<file path="src/rtl/bmpw_pkg.sv">
package bmpw_pkg;

    localparam int CFG_W      = 13;
    localparam int LEVEL_W    = 24;
    localparam int APB_ADDR_W = 3;

    typedef enum logic {
        REG_IMAGE_WIDTH  = 1'b0,
        REG_IMAGE_HEIGHT = 1'b1
    } reg_index_t;

    localparam logic [7:0] CHANNEL_MAX = 8'd255;

    localparam int HDR_BYTES      = 54;
    localparam int INFO_BYTES     = 40;
    localparam int PLANES         = 1;
    localparam int BITS_PER_PIXEL = 24;

    localparam logic [7:0] CHAR_B = 8'h42;
    localparam logic [7:0] CHAR_M = 8'h4D;

    // header is the 2-byte signature followed by 32-bit little-endian words
    localparam logic [5:0] HDR_SIG_B     = 6'd0;
    localparam logic [5:0] HDR_SIG_M     = 6'd1;
    localparam logic [5:0] HDR_WORD_BASE = 6'd2;
    localparam logic [5:0] HDR_LAST      = 6'(HDR_BYTES - 1);

    localparam logic [3:0] WORD_FILE_SIZE  = 4'd0;
    localparam logic [3:0] WORD_DATA_OFS   = 4'd2;
    localparam logic [3:0] WORD_INFO_SIZE  = 4'd3;
    localparam logic [3:0] WORD_WIDTH      = 4'd4;
    localparam logic [3:0] WORD_HEIGHT     = 4'd5;
    localparam logic [3:0] WORD_PLANES_BPP = 4'd6;
    localparam logic [3:0] WORD_IMAGE_SIZE = 4'd8;

    typedef struct packed {
        logic signed [LEVEL_W-1:0] red_level;
        logic signed [LEVEL_W-1:0] green_level;
        logic signed [LEVEL_W-1:0] blue_level;
    } pixel_t;

    typedef struct packed {
        logic [7:0] file_byte;
        logic       end_of_file;
    } stream_t;

    typedef struct packed {
        logic [7:0] blue;
        logic [7:0] green;
        logic [7:0] red;
        logic       header;
        logic [1:0] pad_count;
        logic       file_end;
    } slot_t;

    typedef enum logic [2:0] {
        PH_HEADER,
        PH_BLUE,
        PH_GREEN,
        PH_RED,
        PH_PAD
    } phase_t;

endpackage

</file>
<file path="src/rtl/bmpw_lane.sv">
module bmpw_lane
    import bmpw_pkg::*;
(
    input  logic signed [LEVEL_W-1:0] level,
    output logic        [7:0]         channel
);

    logic [LEVEL_W+7:0] scaled;
    logic [15:0]        whole;

    // 255 * v as (v << 8) - v, only used when v is non-negative
    assign scaled = ({8'b0, level} << 8) - {8'b0, level};
    assign whole  = scaled[LEVEL_W+7:16];

    always_comb
    begin
        if (level[LEVEL_W-1])
        begin
            channel = 8'd0;
        end
        else if (whole > 16'(CHANNEL_MAX))
        begin
            channel = CHANNEL_MAX;
        end
        else
        begin
            channel = whole[7:0];
        end
    end

endmodule

</file>
<file path="src/rtl/bmpw_cfg.sv">
module bmpw_cfg
    import bmpw_pkg::*;
#(
    parameter int MAX_DIMENSION = 4096,
    parameter int DIM_W         = 13
)
(
    input  logic                  clk,
    input  logic                  rst_n,
    input  logic                  psel,
    input  logic                  penable,
    input  logic                  pwrite,
    input  logic [APB_ADDR_W-1:0] paddr,
    input  logic [31:0]           pwdata,
    output logic [31:0]           prdata,
    output logic [DIM_W-1:0]      width,
    output logic [DIM_W-1:0]      height,
    output logic [1:0]            pad,
    output logic [31:0]           pixel_bytes,
    output logic [31:0]           file_size
);

    localparam int ROW_W  = DIM_W + 2;
    localparam int PROD_W = DIM_W + ROW_W;

    logic [CFG_W-1:0]  width_reg;
    logic [CFG_W-1:0]  height_reg;
    logic [ROW_W-1:0]  row_bytes_reg;
    logic [ROW_W-1:0]  row_bytes_next;
    logic [31:0]       pixel_bytes_reg;
    logic [31:0]       pixel_bytes_next;
    logic [31:0]       file_size_reg;
    logic [31:0]       file_size_next;
    logic [PROD_W-1:0] product;
    logic [31:0]       width_word;
    logic              wr_en;
    reg_index_t        index;

    function automatic logic [DIM_W-1:0] clamp_dim(input logic [CFG_W-1:0] v);
        logic [DIM_W-1:0] r;
        if (v == '0)
        begin
            r = DIM_W'(1);
        end
        else if (32'(v) > 32'(MAX_DIMENSION))
        begin
            r = DIM_W'(MAX_DIMENSION);
        end
        else
        begin
            r = DIM_W'(v);
        end
        return r;
    endfunction

    assign index = reg_index_t'(paddr[2]);
    assign wr_en = psel && penable && pwrite;

    always_ff @(posedge clk or negedge rst_n)
    begin
        if (!rst_n)
        begin
            width_reg  <= CFG_W'(1);
            height_reg <= CFG_W'(1);
        end
        else if (wr_en)
        begin
            unique case (index)
                REG_IMAGE_WIDTH:  width_reg  <= pwdata[CFG_W-1:0];
                REG_IMAGE_HEIGHT: height_reg <= pwdata[CFG_W-1:0];
                default:          width_reg  <= width_reg;
            endcase
        end
    end

    always_comb
    begin
        unique case (index)
            REG_IMAGE_WIDTH:  prdata = 32'(width_reg);
            REG_IMAGE_HEIGHT: prdata = 32'(height_reg);
            default:          prdata = 32'd0;
        endcase
    end

    assign width      = clamp_dim(width_reg);
    assign height     = clamp_dim(height_reg);
    assign width_word = 32'(width);
    assign pad        = width_word[1:0];

    // pixel array size h * (3w + pad) over two register stages, then + header size in file_size_reg
    assign row_bytes_next   = (ROW_W'(width) << 1) + ROW_W'(width) + ROW_W'(pad);
    assign product          = PROD_W'(height) * PROD_W'(row_bytes_reg);
    assign pixel_bytes_next = 32'(product);
    assign file_size_next   = pixel_bytes_reg + 32'(HDR_BYTES);

    always_ff @(posedge clk)
    begin
        row_bytes_reg   <= row_bytes_next;
        pixel_bytes_reg <= pixel_bytes_next;
        file_size_reg   <= file_size_next;
    end

    assign pixel_bytes = pixel_bytes_reg;
    assign file_size   = file_size_reg;

endmodule

</file>
<file path="src/rtl/bmpw_emit.sv">
module bmpw_emit
    import bmpw_pkg::*;
#(
    parameter int DIM_W = 13
)
(
    input  logic             clk,
    input  logic             rst_n,
    input  logic             load,
    input  slot_t            slot,
    output logic             ready,
    input  logic [DIM_W-1:0] width,
    input  logic [DIM_W-1:0] height,
    input  logic [31:0]      pixel_bytes,
    input  logic [31:0]      file_size,
    output logic             stream_valid,
    input  logic             stream_stall,
    output stream_t          stream
);

    slot_t      slot_reg;
    logic       slot_valid_reg;
    logic       slot_valid_next;
    phase_t     phase_reg;
    phase_t     phase_next;
    phase_t     phase_step;
    logic [5:0] hdr_idx_reg;
    logic [5:0] hdr_idx_next;
    logic [5:0] hdr_idx_step;
    logic [1:0] pad_idx_reg;
    logic [1:0] pad_idx_next;
    logic [1:0] pad_idx_step;
    logic       out_valid_reg;
    logic       out_valid_next;
    stream_t    out_reg;
    stream_t    cur;
    logic       out_free;
    logic       fire;
    logic       slot_done;

    function automatic logic [7:0] header_byte(
        input logic [5:0]  idx,
        input logic [31:0] w,
        input logic [31:0] h,
        input logic [31:0] pix,
        input logic [31:0] size
    );
        logic [5:0]  rel;
        logic [31:0] word;
        logic [7:0]  b;
        rel = idx - HDR_WORD_BASE;
        unique case (rel[5:2])
            WORD_FILE_SIZE:  word = size;
            WORD_DATA_OFS:   word = 32'(HDR_BYTES);
            WORD_INFO_SIZE:  word = 32'(INFO_BYTES);
            WORD_WIDTH:      word = w;
            WORD_HEIGHT:     word = h;
            WORD_PLANES_BPP: word = {16'(BITS_PER_PIXEL), 16'(PLANES)};
            WORD_IMAGE_SIZE: word = pix;
            default:         word = 32'd0;
        endcase
        priority if (idx == HDR_SIG_B)
        begin
            b = CHAR_B;
        end
        else if (idx == HDR_SIG_M)
        begin
            b = CHAR_M;
        end
        else
        begin
            b = word[8*rel[1:0] +: 8];
        end
        return b;
    endfunction

    assign out_free = !out_valid_reg || !stream_stall;
    assign fire     = slot_valid_reg && out_free;

    always_comb
    begin
        cur.file_byte   = 8'd0;
        cur.end_of_file = 1'b0;
        slot_done       = 1'b0;
        phase_step      = phase_reg;
        hdr_idx_step    = hdr_idx_reg;
        pad_idx_step    = pad_idx_reg;

        unique case (phase_reg)
            PH_HEADER:
            begin
                cur.file_byte = header_byte(hdr_idx_reg, 32'(width), 32'(height),
                                            pixel_bytes, file_size);
                if (fire)
                begin
                    hdr_idx_step = hdr_idx_reg + 6'd1;
                    if (hdr_idx_reg == HDR_LAST)
                    begin
                        phase_step = PH_BLUE;
                    end
                end
            end
            PH_BLUE:
            begin
                cur.file_byte = slot_reg.blue;
                if (fire)
                begin
                    phase_step = PH_GREEN;
                end
            end
            PH_GREEN:
            begin
                cur.file_byte = slot_reg.green;
                if (fire)
                begin
                    phase_step = PH_RED;
                end
            end
            PH_RED:
            begin
                cur.file_byte   = slot_reg.red;
                slot_done       = (slot_reg.pad_count == 2'd0);
                cur.end_of_file = slot_reg.file_end && slot_done;
                if (fire)
                begin
                    phase_step   = PH_PAD;
                    pad_idx_step = 2'd0;
                end
            end
            PH_PAD:
            begin
                slot_done       = (pad_idx_reg == slot_reg.pad_count - 2'd1);
                cur.end_of_file = slot_reg.file_end && slot_done;
                if (fire)
                begin
                    pad_idx_step = pad_idx_reg + 2'd1;
                end
            end
            default:
            begin
                phase_step = PH_BLUE;
            end
        endcase
    end

    // a new pixel can enter while the last byte of this one goes out
    assign ready = !slot_valid_reg || (fire && slot_done);

    always_comb
    begin
        phase_next   = phase_step;
        hdr_idx_next = hdr_idx_step;
        pad_idx_next = pad_idx_step;

        if (load)
        begin
            phase_next   = slot.header ? PH_HEADER : PH_BLUE;
            hdr_idx_next = 6'd0;
            pad_idx_next = 2'd0;
        end

        if (load)
        begin
            slot_valid_next = 1'b1;
        end
        else if (fire && slot_done)
        begin
            slot_valid_next = 1'b0;
        end
        else
        begin
            slot_valid_next = slot_valid_reg;
        end

        out_valid_next = out_free ? fire : out_valid_reg;
    end

    always_ff @(posedge clk or negedge rst_n)
    begin
        if (!rst_n)
        begin
            slot_valid_reg <= 1'b0;
            out_valid_reg  <= 1'b0;
            phase_reg      <= PH_BLUE;
            hdr_idx_reg    <= 6'd0;
            pad_idx_reg    <= 2'd0;
        end
        else
        begin
            slot_valid_reg <= slot_valid_next;
            out_valid_reg  <= out_valid_next;
            phase_reg      <= phase_next;
            hdr_idx_reg    <= hdr_idx_next;
            pad_idx_reg    <= pad_idx_next;
        end
    end

    always_ff @(posedge clk)
    begin
        if (load)
        begin
            slot_reg <= slot;
        end
        if (fire)
        begin
            out_reg <= cur;
        end
    end

    assign stream_valid = out_valid_reg;
    assign stream       = out_reg;

endmodule

</file>
<file path="src/rtl/bmp_rgb24_stream_writer.sv">
// channel   dir   handshake                      payload
// pixel     in    pixel_valid / pixel_stall      pixel_t: red, green, blue levels
// stream    out   stream_valid / stream_stall    stream_t: file_byte, end_of_file
// apb       in    psel / penable / pready        image_width at 0x0, image_height at 0x4
//
// one output byte per cycle while the stream does not stall: a pixel gives 3 bytes,
// plus width mod 4 at a row end and 54 more for the header on the first pixel of a
// file; the byte output sets the pixel rate; a pixel enters the hold stage while
// the previous one sends its last byte; a pixel is registered in the hold stage and
// its first byte then in the output register; reset clears the row, column and
// header state and sets both dimensions to 1; a stall on the stream holds the output
// register and the pixel side stalls once the hold stage is full
module bmp_rgb24_stream_writer
    import bmpw_pkg::*;
#(
    parameter int MAX_DIMENSION = 4096
)
(
    input  logic                  clk,
    input  logic                  rst_n,
    input  logic                  psel,
    input  logic                  penable,
    input  logic                  pwrite,
    input  logic [APB_ADDR_W-1:0] paddr,
    input  logic [31:0]           pwdata,
    output logic [31:0]           prdata,
    output logic                  pready,
    input  logic                  pixel_valid,
    output logic                  pixel_stall,
    input  pixel_t                pixel,
    output logic                  stream_valid,
    input  logic                  stream_stall,
    output stream_t               stream
);

    localparam int DIM_W = $clog2(MAX_DIMENSION + 1);

    logic [DIM_W-1:0] width;
    logic [DIM_W-1:0] height;
    logic [1:0]       pad;
    logic [31:0]      pixel_bytes;
    logic [31:0]      file_size;

    logic [DIM_W-1:0] col_reg;
    logic [DIM_W-1:0] col_next;
    logic [DIM_W-1:0] row_reg;
    logic [DIM_W-1:0] row_next;
    logic             header_sent_reg;
    logic             header_sent_next;
    logic [DIM_W:0]   col_inc;
    logic [DIM_W:0]   row_inc;
    logic             row_end;
    logic             file_end;
    logic             accept;
    logic             emit_ready;
    slot_t            slot;

    assign pready = 1'b1;

    bmpw_cfg #(
        .MAX_DIMENSION(MAX_DIMENSION),
        .DIM_W        (DIM_W)
    ) u_cfg (
        .clk        (clk),
        .rst_n      (rst_n),
        .psel       (psel),
        .penable    (penable),
        .pwrite     (pwrite),
        .paddr      (paddr),
        .pwdata     (pwdata),
        .prdata     (prdata),
        .width      (width),
        .height     (height),
        .pad        (pad),
        .pixel_bytes(pixel_bytes),
        .file_size  (file_size)
    );

    bmpw_lane u_lane_blue (
        .level  (pixel.blue_level),
        .channel(slot.blue)
    );

    bmpw_lane u_lane_green (
        .level  (pixel.green_level),
        .channel(slot.green)
    );

    bmpw_lane u_lane_red (
        .level  (pixel.red_level),
        .channel(slot.red)
    );

    assign accept      = pixel_valid && emit_ready;
    assign pixel_stall = !emit_ready;

    // row and file end follow the dimensions as they stand at this pixel
    assign col_inc  = {1'b0, col_reg} + {{DIM_W{1'b0}}, 1'b1};
    assign row_inc  = {1'b0, row_reg} + {{DIM_W{1'b0}}, 1'b1};
    assign row_end  = (col_inc >= {1'b0, width});
    assign file_end = row_end && (row_inc >= {1'b0, height});

    assign slot.header    = !header_sent_reg;
    assign slot.pad_count = row_end ? pad : 2'd0;
    assign slot.file_end  = file_end;

    always_comb
    begin
        col_next         = col_reg;
        row_next         = row_reg;
        header_sent_next = header_sent_reg;
        if (accept)
        begin
            priority if (file_end)
            begin
                col_next         = '0;
                row_next         = '0;
                header_sent_next = 1'b0;
            end
            else if (row_end)
            begin
                col_next         = '0;
                row_next         = row_inc[DIM_W-1:0];
                header_sent_next = 1'b1;
            end
            else
            begin
                col_next         = col_inc[DIM_W-1:0];
                header_sent_next = 1'b1;
            end
        end
    end

    always_ff @(posedge clk or negedge rst_n)
    begin
        if (!rst_n)
        begin
            col_reg         <= '0;
            row_reg         <= '0;
            header_sent_reg <= 1'b0;
        end
        else
        begin
            col_reg         <= col_next;
            row_reg         <= row_next;
            header_sent_reg <= header_sent_next;
        end
    end

    bmpw_emit #(
        .DIM_W(DIM_W)
    ) u_emit (
        .clk         (clk),
        .rst_n       (rst_n),
        .load        (accept),
        .slot        (slot),
        .ready       (emit_ready),
        .width       (width),
        .height      (height),
        .pixel_bytes (pixel_bytes),
        .file_size   (file_size),
        .stream_valid(stream_valid),
        .stream_stall(stream_stall),
        .stream      (stream)
    );

endmodule

</file>
<file path="config.mk">
export PLATFORM = sky130hd
export DESIGN_NAME = bmp_rgb24_stream_writer
export DESIGN_NICKNAME = d
export VERILOG_FILES = /design/src/rtl/bmpw_pkg.sv /design/src/rtl/bmpw_lane.sv /design/src/rtl/bmpw_cfg.sv /design/src/rtl/bmpw_emit.sv /design/src/rtl/bmp_rgb24_stream_writer.sv
export SDC_FILE = /design/constraint.sdc
export NUM_CORES = 1
export LEC_CHECK = 0
export ABC_CLOCK_PERIOD_IN_PS = 8150
export CORE_MARGIN = 5
export CORE_UTILIZATION = 49
export CTS_BUF_LIST = sky130_fd_sc_hd__clkbuf_16
export DETAILED_ROUTE_END_ITERATION = 10
export DONT_BUFFER_PORTS = 1
export SYNTH_ARGS = -nofsm -noshare
export SYNTH_HDL_FRONTEND = slang
export SYNTH_SLANG_ARGS = --single-unit
</file>
<file path="constraint.sdc">
create_clock -name clk -period 8.15 [get_ports clk]
set_input_delay 1.2225 -clock clk [delete_from_list [all_inputs] [get_ports clk]]
set_output_delay 1.2225 -clock clk [all_outputs]
set_load 0.02 [all_outputs]
</file>
==> results.py <==
metrics = {
    "sta": {
        "final-setup-viol-count": 0,
        "setup_repair_after_global_routing_missed_its_margin": "no",
        "headroom_to_the_max_slew_limit_pct": 42.6,
        "layout_worst_path_cycle_share_pct": 79.1,
        "final.hold.worst_slack_ns": 0.434,
        "worst_pin_slew_ns": 0.859,
        "final.setup_skew_ns": 0.0170,
        "finalWorstPathRequiredPeriod_ns": 6.45,
        "timing_max_transition_violations_final": 0,
        "totalNegativeSetupSlack_ns": 0,
        "hold_viol": 0,
        "max_freq_mhz": 155,
    },
    "yosys": {
        "synth_enable_flop_cells": 36,
        "yosysTopAreaCellShare_pct": 14.2,
        "synth-async-reset-ratio_pct": 39.3,
        "synth_cell_count_leaders": "271 x inv_1, 197 x nand2_1, 175 x ha_1",
        "synthTopCellsByArea": "fa_1 14%, ha_1 13%, dfrtp_1 9.1%",
        "netlist_instances": 1987,
        "yosysTopAreaCell": "fa_1",
        "yosysWarningCount": 0,
        "synth_seq_area_share_pct": 23.3,
        "post_synth_num_cell_types": 79,
        "synth_most_common_cell": "inv_1",
        "synth_area_um2": 17400,
        "post_synth.cell_area_avg_um2": 8.75,
        "postSynth.topFlopCell": "dfxtp_1",
        "seq_cells_post_synth": 168,
    },
    "pwr": {
        "power_density_nw_per_um2": 408,
        "total_leakage_power_nw": 8.76,
        "power_report.internal_total_mw": 3.64,
        "ir_drop_worst_case_vdd_v": 0.000263,
        "p_seq_share_pct": 21.1,
        "clock_power_share_pct": 11.0,
        "net_switching_fraction_of_the_power_pct": 51.5,
        "power_mw": 7.51,
        "comb_power_share_pct": 67.9,
        "net-switching-power_mw": 3.87,
    },
    "status": {
        "status": "finished clean",
    },
    "setup_path": {
        "worst-path-max-fanout": 26,
        "worst_ep_required_time_ns": 8.56,
        "timing.critical_path.cells": "buf_4, nor2b_1, buf_4, nand2_1, fa_1, inv_1, fa_1, fa_1, fa_1, inv_1, fa_1, inv_1, ha_1, a21o_1, a21o_1, a21oi_1, o21ai_0, nor2_1, o21ai_0, or4_1, nand3_1",
        "setup.worst_path.end_class": "register",
        "critical_path_class": "register to register",
        "largest_delay_share_family_worst_path": "adder cells",
        "critPathArrivalTime_ns": 6.86,
        "setup.worst_path.start_class": "register",
        "worst-path-buf-inv": 5,
        "slowest_stage": "nor2b_1",
        "critical-path-top-cell-by-count": "fa_1",
        "cpPeakStageDelay_ns": 0.69,
    },
    "global_route": {
        "number_of_antenna_violations_at_the_first_check_in_global_routing": 1,
        "grtUsageTotal_pct": 22.5,
        "first_global_vias": 14165,
        "largest_net_degree_at_the_start_of_global_routing": 67,
        "wire_length_of_the_first_global_routing_pass_um": 71700,
        "grt_remaining_overflow": 0,
    },
    "placement": {
        "placed_wire_length_estimate_um": 33700,
        "io_buffers": 0,
        "number_of_cells_in_the_design_after_placement": 2396,
        "gp_congestion": 0.903,
    },
    "final_layout": {
        "n_antenna_cell": 0,
        "area_delta_synth_final_pct": 5.68,
        "finalNetCount": 2366,
        "final_cell_count_no_fill": 2428,
        "post_route_cells_drive_above_1_share_pct": 6.30,
        "postLayoutCoreUtil_pct": 52.1,
    },
    "route": {
        "drtIter0Drc": 859,
        "drt-pass1-iter-count": 7,
        "detailroute.via_count": 13714,
        "route.detailed.vias_per_inst": 5.65,
        "drt_wl_total_um": 43400,
        "route.detailed.drc": 0,
        "antenna_violating_nets_post_route": 0,
        "routed_wire_length_per_instance_um": 17.9,
    },
    "job": {
        "drv.max_cap_violation_count": 0,
    },
    "floorplanning": {
        "die_area_um2": 39400,
        "fp.dieH_um": 198,
        "initial_utilization_pct": 49.3,
        "fp.dieW_um": 198,
        "core_um2": 35300,
        "count_of_pins_on_the_block_boundary": 158,
        "std_cell_rows": 69,
    },
    "clock_tree": {
        "cts.path.max_buffers": 2,
        "clockRootBuffer": "clkbuf_16",
        "cts_hold_buf": 0,
        "tritoncts_clock_tree": "built",
        "clock-sinks": 168,
        "cts_made_buffers": 17,
        "cts.htree.levels": 4,
        "clkLatencyLatePin_ns": 0.46,
        "post_cts_setup_repair_bufs": 0,
        "cts_repair_resize_count": 0,
        "cts.reportedPaths.clkPinSlew_ns": 0.08,
    },
    "min_path": {
        "hp-class": "register to register",
    },
}
[stage by stage]
| stage | setup slack, ns | area (µm²) |
|---|---|---|
| 2_1_floorplan | 2.49 | 17500 |
| 3_3_place_gp | 1.72 | 17800 |
| 3_5_place_dp | 1.67 | 17800 |
| 4_1_cts | 1.65 | 18400 |
| 5_1_grt | 1.24 | 18400 |
| 6_report | 1.70 | 18400 |
[layout make-up]
type	count	area (µm²)
fillers	3295	16900
multi-input cells	1474	12000
flip-flops and latches	168	4060
inverters	273	1020
well taps	461	577
clock buffers	17	425
clock inverters	15	184
repair buffers	20	150
[layer usage]
layer | vias up | GRT usage (%) | wire length (µm)
met5 | - | 0 | 0
met4 | 0 | 6.91 | 1290
met3 | 69 | 5.13 | 2380
met2 | 302 | 37.4 | 20400
met1 | 6686 | 29.4 | 19300
li1 | 6657 | - | -
[power groups by stage]
stage / clock (mW) / combinational (mW) / sequential, mW
after floorplan: 0 / 3.91 / 1.33
after global placement: 0 / 5.03 / 1.59
after detailed placement: 0 / 5.03 / 1.59
after CTS: 0.843 / 5.13 / 1.57
after global routing: 0.875 / 5.85 / 1.62
final: 0.828 / 5.10 / 1.58
[kinds of logic after synthesis]
| logic type | share of synthesized area [%] |
|---|---|
| buffers and inverters | 8.33 |
| AND/OR/NAND/NOR | 17.5 |
| adder cells (fa/ha/maj) | 26.7 |
| other | 0.0432 |
| AO/OA/AOI/OAI | 14.2 |
| XOR/XNOR | 5.14 |
| multiplexers | 4.65 |
| flip-flops | 23.3 |
[worst reg2reg max path, cell delays in order, from the launching register on]
cell and delay, ns:
dfrtp_1 0.41, buf_4 0.25, nor2b_1 0.70, buf_4 0.32, nand2_1 0.10, fa_1 0.55, inv_1 0.05, fa_1 0.51
fa_1 0.46, fa_1 0.57, inv_1 0.06, fa_1 0.53, inv_1 0.05, ha_1 0.35, a21o_1 0.20, a21o_1 0.16
a21oi_1 0.14, o21ai_0 0.14, nor2_1 0.19, o21ai_0 0.17, or4_1 0.42, nand3_1 0.09
[path summary, 6_finish.rpt]
| path | from | end | slack (ns) | cells after the start |
|---|---|---|---|---|
| max in group asynchronous | rst_n | u_emit.phase_reg[0] | 7.46 | 0 |
| min | u_cfg.pixel_bytes[2] | u_cfg.file_size[2] | 0.43 | 1 |
| min in group asynchronous | rst_n | row_reg[8] | 0.46 | 0 |
| max reg2reg | u_cfg.height_reg[12] | u_cfg.pixel_bytes[27] | 1.70 | 21 |
| max | u_cfg.height_reg[12] | u_cfg.pixel_bytes[27] | 1.70 | 21 |
| min reg2reg | u_cfg.pixel_bytes[2] | u_cfg.file_size[2] | 0.43 | 1 |
[cells in the final DEF (no fill, tap or decap), drive strengths merged, types with 22 or more instances in the layout]
cell | netlist | final
nand2b | 22 | 22
nand3 | 53 | 53
o21ai | 90 | 90
xor2 | 40 | 40
ha | 175 | 175
nor2b | 29 | 29
mux2 | 48 | 48
dfrtp | 63 | 63
a21o | 34 | 34
edfxtp | 36 | 36
inv | 271 | 279
a21oi | 117 | 117
nor2 | 68 | 68
xnor2 | 62 | 62
and3 | 25 | 25
fa | 123 | 123
dfxtp | 66 | 66
nor3 | 40 | 40
nand2 | 197 | 197
and2 | 93 | 93
Note: power is estimated with default switching activity, not from simulation.
